$ cat config.mk
export PLATFORM = sky130hd
export DESIGN_NAME = tga_truecolor_pixel_decoder_core_flat
export DESIGN_NICKNAME = d
export VERILOG_FILES = /design/src/hw/rtl/tgad_pkg.sv /design/src/hw/rtl/tgad_if.sv /design/src/hw/rtl/tgad_pack.sv /design/src/hw/rtl/tgad_parse.sv /design/src/hw/rtl/tgad_in_stage.sv /design/src/hw/rtl/tga_truecolor_pixel_decoder_core.sv /design/src/flat_wrapper.sv
export SDC_FILE = /design/constraint.sdc
export NUM_CORES = 1
export LEC_CHECK = 0
export ABC_AREA = 1
export BUFFER_PORTS_ARGS = -buffer_cell sky130_fd_sc_hd__buf_2
export CAP_MARGIN = 20
export CORE_MARGIN = 4
export CORE_UTILIZATION = 44
export CTS_CLUSTER_DIAMETER = 50
export CTS_CLUSTER_SIZE = 30
export DETAILED_ROUTE_END_ITERATION = 8
export GPL_TIMING_DRIVEN = 0
export HOLD_SLACK_MARGIN = 0.06
export SLEW_MARGIN = 20
export SYNTH_ARGS = -nofsm -noshare
export SYNTH_HDL_FRONTEND = slang
export SYNTH_SLANG_ARGS = --single-unit
$ cat constraint.sdc
create_clock -name clk -period 10.9 [get_ports clk]
set_input_delay 2.18 -clock clk [delete_from_list [all_inputs] [get_ports clk]]
set_output_delay 2.18 -clock clk [all_outputs]
set_load 0.05 [all_outputs]
$ cat src/hw/rtl/tgad_pkg.sv
// ----------------------------------------------------------------------------
// tgad_pkg
// Shared types and constants for the truecolor TGA byte-stream decoder.
// ----------------------------------------------------------------------------
`timescale 1ns / 1ps
`default_nettype none

package tgad_pkg;

	localparam int unsigned SHIFT_W  = 5;
	localparam int unsigned CFG_IDX_W = 2;

	// Header byte offsets
	localparam logic [4:0] HDR_IMAGE_TYPE = 5'd2;
	localparam logic [4:0] HDR_WIDTH_LO   = 5'd12;
	localparam logic [4:0] HDR_WIDTH_HI   = 5'd13;
	localparam logic [4:0] HDR_HEIGHT_LO  = 5'd14;
	localparam logic [4:0] HDR_HEIGHT_HI  = 5'd15;
	localparam logic [4:0] HDR_DEPTH      = 5'd16;
	localparam logic [4:0] HDR_LAST       = 5'd17;

	localparam logic [7:0] TYPE_TRUECOLOR = 8'd2;
	localparam logic [7:0] DEPTH_24       = 8'd24;
	localparam logic [7:0] DEPTH_32       = 8'd32;
	localparam logic [7:0] ALPHA_OPAQUE   = 8'hff;

	typedef enum logic [1:0] {
		KIND_PIXEL     = 2'd0,
		KIND_HEADER    = 2'd1,
		KIND_BAD_TYPE  = 2'd2,
		KIND_BAD_DEPTH = 2'd3
	} kind_t;

	typedef enum logic [1:0] {
		PH_HEADER = 2'd0,
		PH_PIXELS = 2'd1,
		PH_IDLE   = 2'd2
	} phase_t;

	typedef enum logic [CFG_IDX_W-1:0] {
		CFG_ALPHA_SHIFT = 2'd0,
		CFG_RED_SHIFT   = 2'd1,
		CFG_GREEN_SHIFT = 2'd2,
		CFG_BLUE_SHIFT  = 2'd3
	} cfg_index_t;

	typedef struct packed {
		logic [SHIFT_W-1:0] alpha;
		logic [SHIFT_W-1:0] red;
		logic [SHIFT_W-1:0] green;
		logic [SHIFT_W-1:0] blue;
	} shift_cfg_t;

	typedef struct packed {
		logic [7:0] data_byte;
		logic       start_of_file;
	} item_t;

	typedef struct packed {
		kind_t       kind;
		logic [31:0] pixel_word;
		logic [15:0] image_width;
		logic [15:0] image_height;
		logic        is_last;
	} result_t;

endpackage

`default_nettype wire

$ cat src/hw/rtl/tgad_if.sv
// ----------------------------------------------------------------------------
// tgad_if
// Valid/ready channels: file bytes in, decoded results out.
// ----------------------------------------------------------------------------
`timescale 1ns / 1ps
`default_nettype none

interface tgad_byte_if;
	logic       valid;
	logic       ready;
	logic [7:0] data_byte;
	logic       start_of_file;

	modport source (output valid, output data_byte, output start_of_file, input ready);
	modport sink   (input valid, input data_byte, input start_of_file, output ready);
endinterface

interface tgad_result_if;
	logic        valid;
	logic        ready;
	logic [1:0]  result_kind;
	logic [31:0] pixel_word;
	logic [15:0] image_width;
	logic [15:0] image_height;
	logic        is_last;

	modport source (output valid, output result_kind, output pixel_word,
		output image_width, output image_height, output is_last, input ready);
	modport sink   (input valid, input result_kind, input pixel_word,
		input image_width, input image_height, input is_last, output ready);
endinterface

`default_nettype wire

$ cat src/hw/rtl/tgad_pack.sv
// ----------------------------------------------------------------------------
// tgad_pack
// Places the four channel bytes of a pixel at their configured bit positions.
// ----------------------------------------------------------------------------
`timescale 1ns / 1ps
`default_nettype none

module tgad_pack (
	input  tgad_pkg::shift_cfg_t shifts,
	input  logic [7:0]           alpha,
	input  logic [7:0]           red,
	input  logic [7:0]           green,
	input  logic [7:0]           blue,
	output logic [31:0]          word
);
	import tgad_pkg::*;

	// bits pushed past bit 31 fall off
	assign word = ({24'd0, alpha} << shifts.alpha) | ({24'd0, red} << shifts.red) |
		({24'd0, green} << shifts.green) | ({24'd0, blue} << shifts.blue);

endmodule

`default_nettype wire

$ cat src/hw/rtl/tgad_parse.sv
// ----------------------------------------------------------------------------
// tgad_parse
// Header/pixel parse state, one byte per cycle unless stalled, result register.
// ----------------------------------------------------------------------------
`timescale 1ns / 1ps
`default_nettype none

module tgad_parse (
	input  logic                 clk,
	input  logic                 arst_n,
	input  logic                 valid_s1,
	input  tgad_pkg::item_t      item_s1,
	input  tgad_pkg::shift_cfg_t shifts,
	output logic                 take,
	output logic                 out_valid,
	input  logic                 out_ready,
	output tgad_pkg::result_t    result
);
	import tgad_pkg::*;

	phase_t      phase_q, phase_d;
	logic [4:0]  idx_q, idx_d;
	logic [15:0] width_q, width_d;
	logic [15:0] height_q, height_d;
	logic        depth32_q, depth32_d;
	logic [1:0]  bip_q, bip_d;
	logic [23:0] hold_q, hold_d;
	logic [31:0] pixels_q, pixels_d;

	phase_t      cur_phase;
	logic [4:0]  cur_idx;
	logic [1:0]  cur_bip;
	logic [23:0] cur_hold;
	logic [23:0] new_hold;
	logic [7:0]  b;
	logic        sof;
	logic        emit;
	logic        empty;
	logic        pix_done;
	logic [7:0]  pix_alpha;
	logic [31:0] packed_word;
	result_t     res_d;
	logic        out_valid_q;
	result_t     result_q;

	assign b    = item_s1.data_byte;
	assign sof  = item_s1.start_of_file;
	assign take = valid_s1 && (!out_valid_q || out_ready);

	assign empty     = (width_q == 16'd0) || (height_q == 16'd0);
	assign cur_phase = sof ? PH_HEADER : phase_q;
	assign cur_idx   = sof ? 5'd0 : idx_q;
	assign cur_bip   = sof ? 2'd0 : bip_q;
	assign cur_hold  = sof ? 24'd0 : hold_q;

	always_comb begin
		new_hold = cur_hold;
		unique case (cur_bip)
			2'd0: new_hold[7:0]   = cur_hold[7:0]   | b;
			2'd1: new_hold[15:8]  = cur_hold[15:8]  | b;
			2'd2: new_hold[23:16] = cur_hold[23:16] | b;
			2'd3: new_hold = cur_hold;
		endcase
	end

	assign pix_done  = depth32_q ? (cur_bip == 2'd3) : (cur_bip >= 2'd2);
	assign pix_alpha = depth32_q ? b : ALPHA_OPAQUE;

	tgad_pack u_pack (
		.shifts (shifts),
		.alpha  (pix_alpha),
		.red    (new_hold[23:16]),
		.green  (new_hold[15:8]),
		.blue   (new_hold[7:0]),
		.word   (packed_word)
	);

	always_comb begin
		phase_d   = cur_phase;
		idx_d     = cur_idx;
		bip_d     = cur_bip;
		hold_d    = cur_hold;
		width_d   = width_q;
		height_d  = height_q;
		depth32_d = depth32_q;
		pixels_d  = pixels_q;
		emit      = 1'b0;
		res_d     = '0;
		unique case (cur_phase)
			PH_HEADER: begin
				idx_d = cur_idx + 5'd1;
				unique case (cur_idx)
					HDR_IMAGE_TYPE: begin
						if (b != TYPE_TRUECOLOR) begin
							phase_d    = PH_IDLE;
							emit       = 1'b1;
							res_d.kind = KIND_BAD_TYPE;
						end
					end
					HDR_WIDTH_LO:  width_d[7:0]   = b;
					HDR_WIDTH_HI:  width_d[15:8]  = b;
					HDR_HEIGHT_LO: height_d[7:0]  = b;
					HDR_HEIGHT_HI: height_d[15:8] = b;
					HDR_DEPTH: begin
						if (b == DEPTH_32) begin
							depth32_d = 1'b1;
						end else if (b == DEPTH_24) begin
							depth32_d = 1'b0;
						end else begin
							phase_d    = PH_IDLE;
							emit       = 1'b1;
							res_d.kind = KIND_BAD_DEPTH;
						end
					end
					HDR_LAST: begin
						pixels_d           = 32'(width_q) * 32'(height_q);
						bip_d              = 2'd0;
						hold_d             = 24'd0;
						phase_d            = empty ? PH_IDLE : PH_PIXELS;
						emit               = 1'b1;
						res_d.kind         = KIND_HEADER;
						res_d.image_width  = width_q;
						res_d.image_height = height_q;
						res_d.is_last      = empty;
					end
					default: ;
				endcase
			end
			PH_PIXELS: begin
				if (!pix_done) begin
					bip_d  = cur_bip + 2'd1;
					hold_d = new_hold;
				end else begin
					bip_d            = 2'd0;
					hold_d           = 24'd0;
					pixels_d         = pixels_q - 32'd1;
					emit             = 1'b1;
					res_d.kind       = KIND_PIXEL;
					res_d.pixel_word = packed_word;
					res_d.is_last    = (pixels_q == 32'd1);
					if (pixels_q == 32'd1) begin
						phase_d = PH_IDLE;
					end
				end
			end
			default: ;
		endcase
	end

	always_ff @(posedge clk or negedge arst_n) begin
		if (!arst_n) begin
			phase_q     <= PH_HEADER;
			idx_q       <= 5'd0;
			width_q     <= 16'd0;
			height_q    <= 16'd0;
			depth32_q   <= 1'b0;
			bip_q       <= 2'd0;
			hold_q      <= 24'd0;
			pixels_q    <= 32'd0;
			out_valid_q <= 1'b0;
		end else if (take) begin
			phase_q     <= phase_d;
			idx_q       <= idx_d;
			width_q     <= width_d;
			height_q    <= height_d;
			depth32_q   <= depth32_d;
			bip_q       <= bip_d;
			hold_q      <= hold_d;
			pixels_q    <= pixels_d;
			out_valid_q <= emit;
		end else if (out_ready) begin
			out_valid_q <= 1'b0;
		end
	end

	always_ff @(posedge clk) begin
		if (take && emit) begin
			result_q <= res_d;
		end
	end

	assign out_valid = out_valid_q;
	assign result    = result_q;

endmodule

`default_nettype wire

$ cat src/hw/rtl/tgad_in_stage.sv
// ----------------------------------------------------------------------------
// tgad_in_stage
// Input register for file bytes; refills in the cycle the parser drains it.
// ----------------------------------------------------------------------------
`timescale 1ns / 1ps
`default_nettype none

module tgad_in_stage (
	input  logic            clk,
	input  logic            arst_n,
	input  logic            in_valid,
	output logic            in_ready,
	input  tgad_pkg::item_t in_item,
	input  logic            take,
	output logic            valid_s1,
	output tgad_pkg::item_t item_s1
);
	import tgad_pkg::*;

	logic    valid_q;
	item_t   item_q;

	assign in_ready = !valid_q || take;

	always_ff @(posedge clk or negedge arst_n) begin
		if (!arst_n) begin
			valid_q <= 1'b0;
		end else if (in_ready) begin
			valid_q <= in_valid;
		end
	end

	always_ff @(posedge clk) begin
		if (in_ready && in_valid) begin
			item_q <= in_item;
		end
	end

	assign valid_s1 = valid_q;
	assign item_s1  = item_q;

endmodule

`default_nettype wire

$ cat src/hw/rtl/tga_truecolor_pixel_decoder_core.sv
// ----------------------------------------------------------------------------
// tga_truecolor_pixel_decoder_core
// Uncompressed truecolor TGA decoder: checks the 18-byte header and packs
// each B,G,R(,A) pixel into a 32-bit word at programmable channel shifts.
// ----------------------------------------------------------------------------
//
//  channel    dir  beat payload
//  ---------  ---  -------------------------------------------------------
//  file_data  in   data_byte[7:0], start_of_file
//  decoded    out  result_kind[1:0], pixel_word[31:0], image_width[15:0],
//                  image_height[15:0], is_last
//  cfg_*      in   cfg_write_en, cfg_index[1:0], cfg_data[4:0] (no handshake)
//
// One byte per cycle sustained while results are taken; each byte passes the
// input register, then one pass through the parser into the result register.
// Async active-low reset: parse restarts at header byte 0, shifts return to
// A=24, R=16, G=8, B=0.
// A result beat not yet taken holds the result register; the input register
// then fills and file_data.ready drops until decoded.ready returns.
// ----------------------------------------------------------------------------
`timescale 1ns / 1ps
`default_nettype none

module tga_truecolor_pixel_decoder_core (
	input  logic                            clk,
	input  logic                            arst_n,
	tgad_byte_if.sink                       file_data,
	tgad_result_if.source                   decoded,
	input  logic                            cfg_write_en,
	input  logic [tgad_pkg::CFG_IDX_W-1:0]  cfg_index,
	input  logic [tgad_pkg::SHIFT_W-1:0]    cfg_data
);
	import tgad_pkg::*;

	shift_cfg_t shifts_q;
	item_t      in_item;
	item_t      item_s1;
	logic       valid_s1;
	logic       take;
	result_t    result;

	// Channel shifts; the user writes them only while no byte is in flight,
	// unchecked here. A change mid-image applies from the next packed pixel.
	always_ff @(posedge clk or negedge arst_n) begin
		if (!arst_n) begin
			shifts_q.alpha <= SHIFT_W'(24);
			shifts_q.red   <= SHIFT_W'(16);
			shifts_q.green <= SHIFT_W'(8);
			shifts_q.blue  <= SHIFT_W'(0);
		end else if (cfg_write_en) begin
			unique case (cfg_index_t'(cfg_index))
				CFG_ALPHA_SHIFT: shifts_q.alpha <= cfg_data;
				CFG_RED_SHIFT:   shifts_q.red   <= cfg_data;
				CFG_GREEN_SHIFT: shifts_q.green <= cfg_data;
				CFG_BLUE_SHIFT:  shifts_q.blue  <= cfg_data;
			endcase
		end
	end

	assign in_item.data_byte     = file_data.data_byte;
	assign in_item.start_of_file = file_data.start_of_file;

	tgad_in_stage u_in_stage (
		.clk      (clk),
		.arst_n   (arst_n),
		.in_valid (file_data.valid),
		.in_ready (file_data.ready),
		.in_item  (in_item),
		.take     (take),
		.valid_s1 (valid_s1),
		.item_s1  (item_s1)
	);

	// Parser advances whenever the result register is free or being drained;
	// this gates bytes that give no result as well.
	tgad_parse u_parse (
		.clk       (clk),
		.arst_n    (arst_n),
		.valid_s1  (valid_s1),
		.item_s1   (item_s1),
		.shifts    (shifts_q),
		.take      (take),
		.out_valid (decoded.valid),
		.out_ready (decoded.ready),
		.result    (result)
	);

	assign decoded.result_kind  = result.kind;
	assign decoded.pixel_word   = result.pixel_word;
	assign decoded.image_width  = result.image_width;
	assign decoded.image_height = result.image_height;
	assign decoded.is_last      = result.is_last;

endmodule

`default_nettype wire

$ cat src/flat_wrapper.sv
// flat-port wrapper written by rule: the top's interface ports become plain ports
module tga_truecolor_pixel_decoder_core_flat import tgad_pkg::*;
  (clk, arst_n, cfg_write_en, cfg_index, cfg_data, file_data_valid, file_data_data_byte, file_data_start_of_file, file_data_ready, decoded_valid, decoded_result_kind, decoded_pixel_word, decoded_image_width, decoded_image_height, decoded_is_last, decoded_ready);
  tgad_byte_if file_data_i ();
  tgad_result_if decoded_i ();
  input  logic clk;
  input  logic arst_n;
  input  logic cfg_write_en;
  input  logic [tgad_pkg::CFG_IDX_W-1:0] cfg_index;
  input  logic [tgad_pkg::SHIFT_W-1:0] cfg_data;
  input wire logic [$bits(file_data_i.valid)-1:0] file_data_valid;
  input wire logic [$bits(file_data_i.data_byte)-1:0] file_data_data_byte;
  input wire logic [$bits(file_data_i.start_of_file)-1:0] file_data_start_of_file;
  output wire logic [$bits(file_data_i.ready)-1:0] file_data_ready;
  output wire logic [$bits(decoded_i.valid)-1:0] decoded_valid;
  output wire logic [$bits(decoded_i.result_kind)-1:0] decoded_result_kind;
  output wire logic [$bits(decoded_i.pixel_word)-1:0] decoded_pixel_word;
  output wire logic [$bits(decoded_i.image_width)-1:0] decoded_image_width;
  output wire logic [$bits(decoded_i.image_height)-1:0] decoded_image_height;
  output wire logic [$bits(decoded_i.is_last)-1:0] decoded_is_last;
  input wire logic [$bits(decoded_i.ready)-1:0] decoded_ready;
  assign file_data_i.valid = file_data_valid;
  assign file_data_i.data_byte = file_data_data_byte;
  assign file_data_i.start_of_file = file_data_start_of_file;
  assign file_data_ready = file_data_i.ready;
  assign decoded_valid = decoded_i.valid;
  assign decoded_result_kind = decoded_i.result_kind;
  assign decoded_pixel_word = decoded_i.pixel_word;
  assign decoded_image_width = decoded_i.image_width;
  assign decoded_image_height = decoded_i.image_height;
  assign decoded_is_last = decoded_i.is_last;
  assign decoded_i.ready = decoded_ready;
  tga_truecolor_pixel_decoder_core u_core (.clk(clk), .arst_n(arst_n), .file_data(file_data_i), .decoded(decoded_i), .cfg_write_en(cfg_write_en), .cfg_index(cfg_index), .cfg_data(cfg_data));
endmodule
# Yosys cells after proc, flatten, opt, wreduce, memory -nomap -nowiden
# Index checks and enable logic that the tools add are counted.
# classes
mul	1
n_reduce_logical	28
n_bitwise	6
n_mux	45
n_eq_ne	20
n_addsub	3
magnitude_cmp	1
n_shift	4
# op_table
operator	count
<< shifter 8 x 5 -> 32 bit	4
bitwise OR 32 bit	3
2-to-1 mux 24 bit	3
2-to-1 mux 32 bit	2
case mux 32 bit (2 select lines)	1
case mux 24 bit (2 select lines)	1
== test 32 x 1 -> 1 bit, second input constant	1
zero test 16 bit	2
multiplier 16 x 16 -> 32 bit	1
2-to-1 mux 8 bit	4
subtractor 32 x 1 -> 32 bit, second input constant	1
2-to-1 mux 2 bit	13
bitwise OR 8 bit	3
== test 5 x 4 -> 1 bit, second input constant	4
case mux 2 bit (2 select lines)	3
case mux 2 bit (3 select lines)	2
AND reduction 2 bit	6
AND reduction 3 bit	4
2-to-1 mux 1 bit	11
== test 5 bit, second input constant	2
2-to-1 mux 5 bit	2
== test 2 bit, second input constant	4
== test 8 x 5 -> 1 bit, second input constant	1
== test 8 x 6 -> 1 bit, second input constant	1
other kinds (16)	29
# totals
inputBits	21
regBits	196
elab_cells	131
out_inout_bits	69

# Longest topological paths before layout
# logic_depth
word_depth	7
mapped_depth	28
mapped_depth_nobuf	26

# By module
# From an unflattened synthesis, not the netlist that was laid out.
# hier_totals
hier_cells	3118
area_unflattened_um2	21894.7
# modules_own_cells
module	n_inst	seq_area_each_um2	area_each_um2	cells_each
tgad_parse	1	4489.3	17589.4	2339
tgad_pack	1	0.0	3130.5	673
tga_truecolor_pixel_decoder_core	1	505.5	859.6	91
tgad_in_stage	1	295.3	315.3	15

# Worst setup path after synthesis
# OpenSTA, ideal clock, no wires.
# synth_timing
path_kind	register to register
startpoint	register u_core.u_parse.width_q[7]
endpoint	register u_core.u_parse.pixels_q[30]
path_stages_with_launch	25
setup_time_ns	0.077
slack_ns	5.501
synth_period_minus_slack_ns	5.399
t_required_ns	10.823
path_buffers	2
arrival_time_ns	5.322
path_cell_list	dfrtp_1 -> clkbuf_1 -> buf_1 -> nand2_1 -> fa_1 -> inv_1 -> fa_1 -> inv_1 -> fa_1 -> inv_1 -> fa_1 -> fa_1 -> inv_1 -> fa_1 -> inv_1 -> ha_1 -> nand2_1 -> nor2_1 -> inv_1 -> nor2_1 -> and2_1 -> nand2_1 -> nand3_1 -> nand3_1 -> a21oi_1
# synth_via
elab_chain_len	3
# synth_lines
element	line_no	text
start, declared	tgad_parse.sv:23	logic [15:0] width_q, width_d;
start signal, assigned	tgad_parse.sv:164	width_q <= width_d;
multiplier 16 x 16 -> 32 bit	tgad_parse.sv:116	pixels_d = 32'(width_q) * 32'(height_q);
2-to-1 mux 32 bit	tgad_parse.sv:92	unique case (cur_idx)
case mux 32 bit (2 select lines)	tgad_parse.sv:89	unique case (cur_phase)
end signal, assigned	tgad_parse.sv:169	pixels_q <= pixels_d;
end, declared	tgad_parse.sv:28	logic [31:0] pixels_q, pixels_d;
# Every way passes these cells. The select of a mux whose other input is x is not followed.
# A chain may end at the register's enable or synchronous reset.

# Final worst setup path
# layout_timing
startpoint	register u_core.u_parse.width_q[5]
endpoint	register u_core.u_parse.pixels_q[31]
# Same word-level chain as after synthesis.

==> metrics <==
status=finished clean; CP endpoint=u_core.u_parse.pixels_q[31]$_DFFE_PN0P_; Syn Nets=3479; Synth cell types=46; io pins=90; via count=20800; Final Skew=17.7 ps; Fmax=144 MHz; # clock sinks=196; Die W=230 µm; # Post-CTS Setup Buffers=0; CTS buffer count=17; fin crit period=6930 ps; GPL Wtd Cong=0.977; reg2reg path depth=23; Leak=0.0128 µW; PwrDens=125 mW/mm²; RSZ-0062 raised after global routing=no; Diodes inserted=0; synthesized area=0.0217 mm²; initial antenna violation count=1; endpoint kind of the worst setup timing path=flop; crit path launch=u_core.u_parse.width_q[5]$_DFFE_PN0P_; fin crit share=63.6%; synth top area cells=fa_1 (18%), nand2_1 (16%), dfrtp_1 (13%); Power, Total=2960 µW; fin. max-slew vios=0; Hold Crit Class=reg2reg; syn_area_per_cell=6.89 µm²; Via density=5.29; post_cts resized=0; WP data arrival=7370 ps; prevailing post-synth register cell=dfrtp_1; slew of the pin with the lowest slew margin=1000 ps; vias in the first global route=20100; Worst slew margin=33.2%; crit path kind=reg2reg; Synth-to-Final Area Change=9.04%; grt total ovfl=0; Seq. cell area=0.00529 mm²; Synth Warn #=0; Critical Path RT=11330 ps; Filler cells=5031; root buf cell=clkbuf_16; most frequent cell after synthesis=nand2_1; cell taking the most area after synthesis=fa_1; DRT iter0 DRCs=2070; 1st-pass router iterations=5; layout cells sized above 1=4.98%; startpoint types=flop; FF-to-FF Start=u_core.u_parse.width_q[5]$_DFFE_PN0P_; Multi-input gate area=0.0136 mm²; Seq/Total Area, Yosys=24.4%; DRC viols=0; CTS H-tree lvls=4; Routed wire per std cell=18.9 µm; Hold-fix buffers, CTS=0; MaxCap Viol Count=0; largest net degree at the start of global routing=94; DP HPWL=60700 µm; commonest cells in the netlist=nand2_1 (937), inv_1 (569), nand3_1 (332); CTS tree=yes; clock slew at reported path FFs=80 ps; global-route wire length before repair=116000 µm; routed wire length=74400 µm; Clock Path Buffers=2; Yosys top cell area share=17.9%; clk_lat worst skew=520 ps; maximum VDD drop=0.146 mV; Post-Synthesis Cells=3149; # nets final=3589; Initial Util=44.4%; ys async rst share=61.2%; R2R Path End=u_core.u_parse.pixels_q[31]$_DFFE_PN0P_; GRT Overall Usage=28.4%; Setup TNS Final=0 ps; Post-synth EDFFs=76; final setup violation count=0; R2R Setup Slk=3970 ps; DRT antenna net count=0; Die H=230 µm; IO buf count=89; # rows=81; placement-stage cell area=0.0230 mm²; crit path max fanout=10; Die Area=0.0529 mm²; Core Area=0.0488 mm²; synthesized flop and latch total=196; Final Hold Vio Count=0; fin area=0.0237 mm²
[cells in the final DEF, fill, tap and decap left out, types with 3 or more instances in the layout]
master     count
a21oi_1       65
clkbuf_1     107
clkinv_8       6
buf_2         98
nor2_2         3
ha_1         115
nor2_1       298
dfstp_2        4
nor3_1        18
xnor2_1        3
nor4_1         6
dfrtp_1      116
and2_1         8
inv_1        568
inv_2          6
nand3b_1       5
xor2_1        12
a31oi_1       12
clkbuf_16     17
fa_1         194
buf_1         23
nand3_1      332
or2_2          6
clkinv_1       9
a22oi_1        4
nand2_1      937
o21bai_1       4
o211ai_1       4
edfxtp_1      76
inv_8          4
inv_6          3
nand4_1       57
o21ai_0      122
[cells by family (layout without fill, tap and decap cells)]
logic type | after synthesis | after routing | share of synthesized area, %
fa+ha+maj | 309 | 309 | 24.5
compound gates | 224 | 224 | 5.52
xor+xnor | 15 | 15 | 0.606
flops | 196 | 196 | 24.4
buf+inv | 730 | 853 | 12.8
simple gates | 1675 | 1675 | 32.2
[through the flow]
stage	setup slack [ps]	hold WS (ps)	utilization (%)	cells
6_report	3970	484	48.4	3936
3_3_place_gp	4140	464	47.0	3902
3_5_place_dp	4090	466	47.2	3904
2_1_floorplan	5500	449	-	3149
4_1_cts	4010	487	48.4	3936
5_1_grt	3680	509	48.4	3936
[flip-flops by register name, summed over array words and instances, names as in the netlist, 2 cells and up]
| register | count |
|---|---|
| u_core.u_parse.result | 67 |
| u_core.u_parse.pixels_q | 32 |
| u_core.u_parse.hold_q | 24 |
| u_core.shifts_q | 20 |
| u_core.u_parse.height_q | 16 |
| u_core.u_parse.width_q | 16 |
| u_core.u_in_stage.item_s1 | 9 |
| u_core.u_parse.idx_q | 5 |
| u_core.u_parse.bip_q | 2 |
| u_core.u_parse.phase_q | 2 |
[layer usage]
metal  share of wire (%)  global-route usage, %  up-vias  wire length [µm]
met4                 3.1                   9.53        0              2340
met3                 8.0                   5.46      107              5970
met2                  42                   41.4      810             31300
li1                    -                      -     9958                 -
met5                   0                      0        -                 0
met1                  47                   42.5     9943             34800
[report_power, final]
| group | internal, µW | leakage [µW] | total, µW | switching (µW) |
|---|---|---|---|---|
| Clock | 317 | 0.000300 | 677 | 360 |
| Sequential | 897 | 0.00224 | 1010 | 117 |
| Combinational | 342 | 0.0103 | 1260 | 923 |
[worst max-delay path, cell delays in order, from the launching register on]
cell and delay [ps]:
dfrtp_1 330, clkbuf_1 740, buf_1 570, nand2_1 160, fa_1 510, inv_1 50, fa_1 490, inv_1 50
fa_1 530, inv_1 50, fa_1 490, fa_1 530, inv_1 60, fa_1 540, inv_1 60, ha_1 380
nand2_1 120, nor2_1 220, nand3_1 120, nand3_1 230, nand2_1 110, nand3_1 100, nand3_1 180, a21oi_1 220
[how the worst min path moves through the flow]
stage,start,cells after the start,endpoint,slack (ps)
final,u_core.u_parse.hold_q[14]$_DFFE_PN0P_,2,u_core.u_parse.hold_q[14]$_DFFE_PN0P_,480
after global routing,u_core.u_parse.hold_q[3]$_DFFE_PN0P_,2,u_core.u_parse.hold_q[3]$_DFFE_PN0P_,510
after CTS,u_core.u_parse.hold_q[12]$_DFFE_PN0P_,2,u_core.u_parse.hold_q[12]$_DFFE_PN0P_,490
after detailed placement,u_core.u_parse.hold_q[14]$_DFFE_PN0P_,2,u_core.u_parse.hold_q[14]$_DFFE_PN0P_,470
after global placement,u_core.u_parse.hold_q[12]$_DFFE_PN0P_,2,u_core.u_parse.hold_q[12]$_DFFE_PN0P_,460
after floorplan,u_core.u_parse.hold_q[10]$_DFFE_PN0P_,2,u_core.u_parse.hold_q[10]$_DFFE_PN0P_,450
[cell type report]
type,instances,area share [%]
buffer,145,2.44
clock buffer,18,1.86
sequential,196,22.4
clock inverter,14,0.751
inverter,585,9.30
tap,664,3.51
timing repair buffer,91,2.16
multi-input combinational,2223,57.6
No activity file was read; power rests on OpenSTA's default activity.
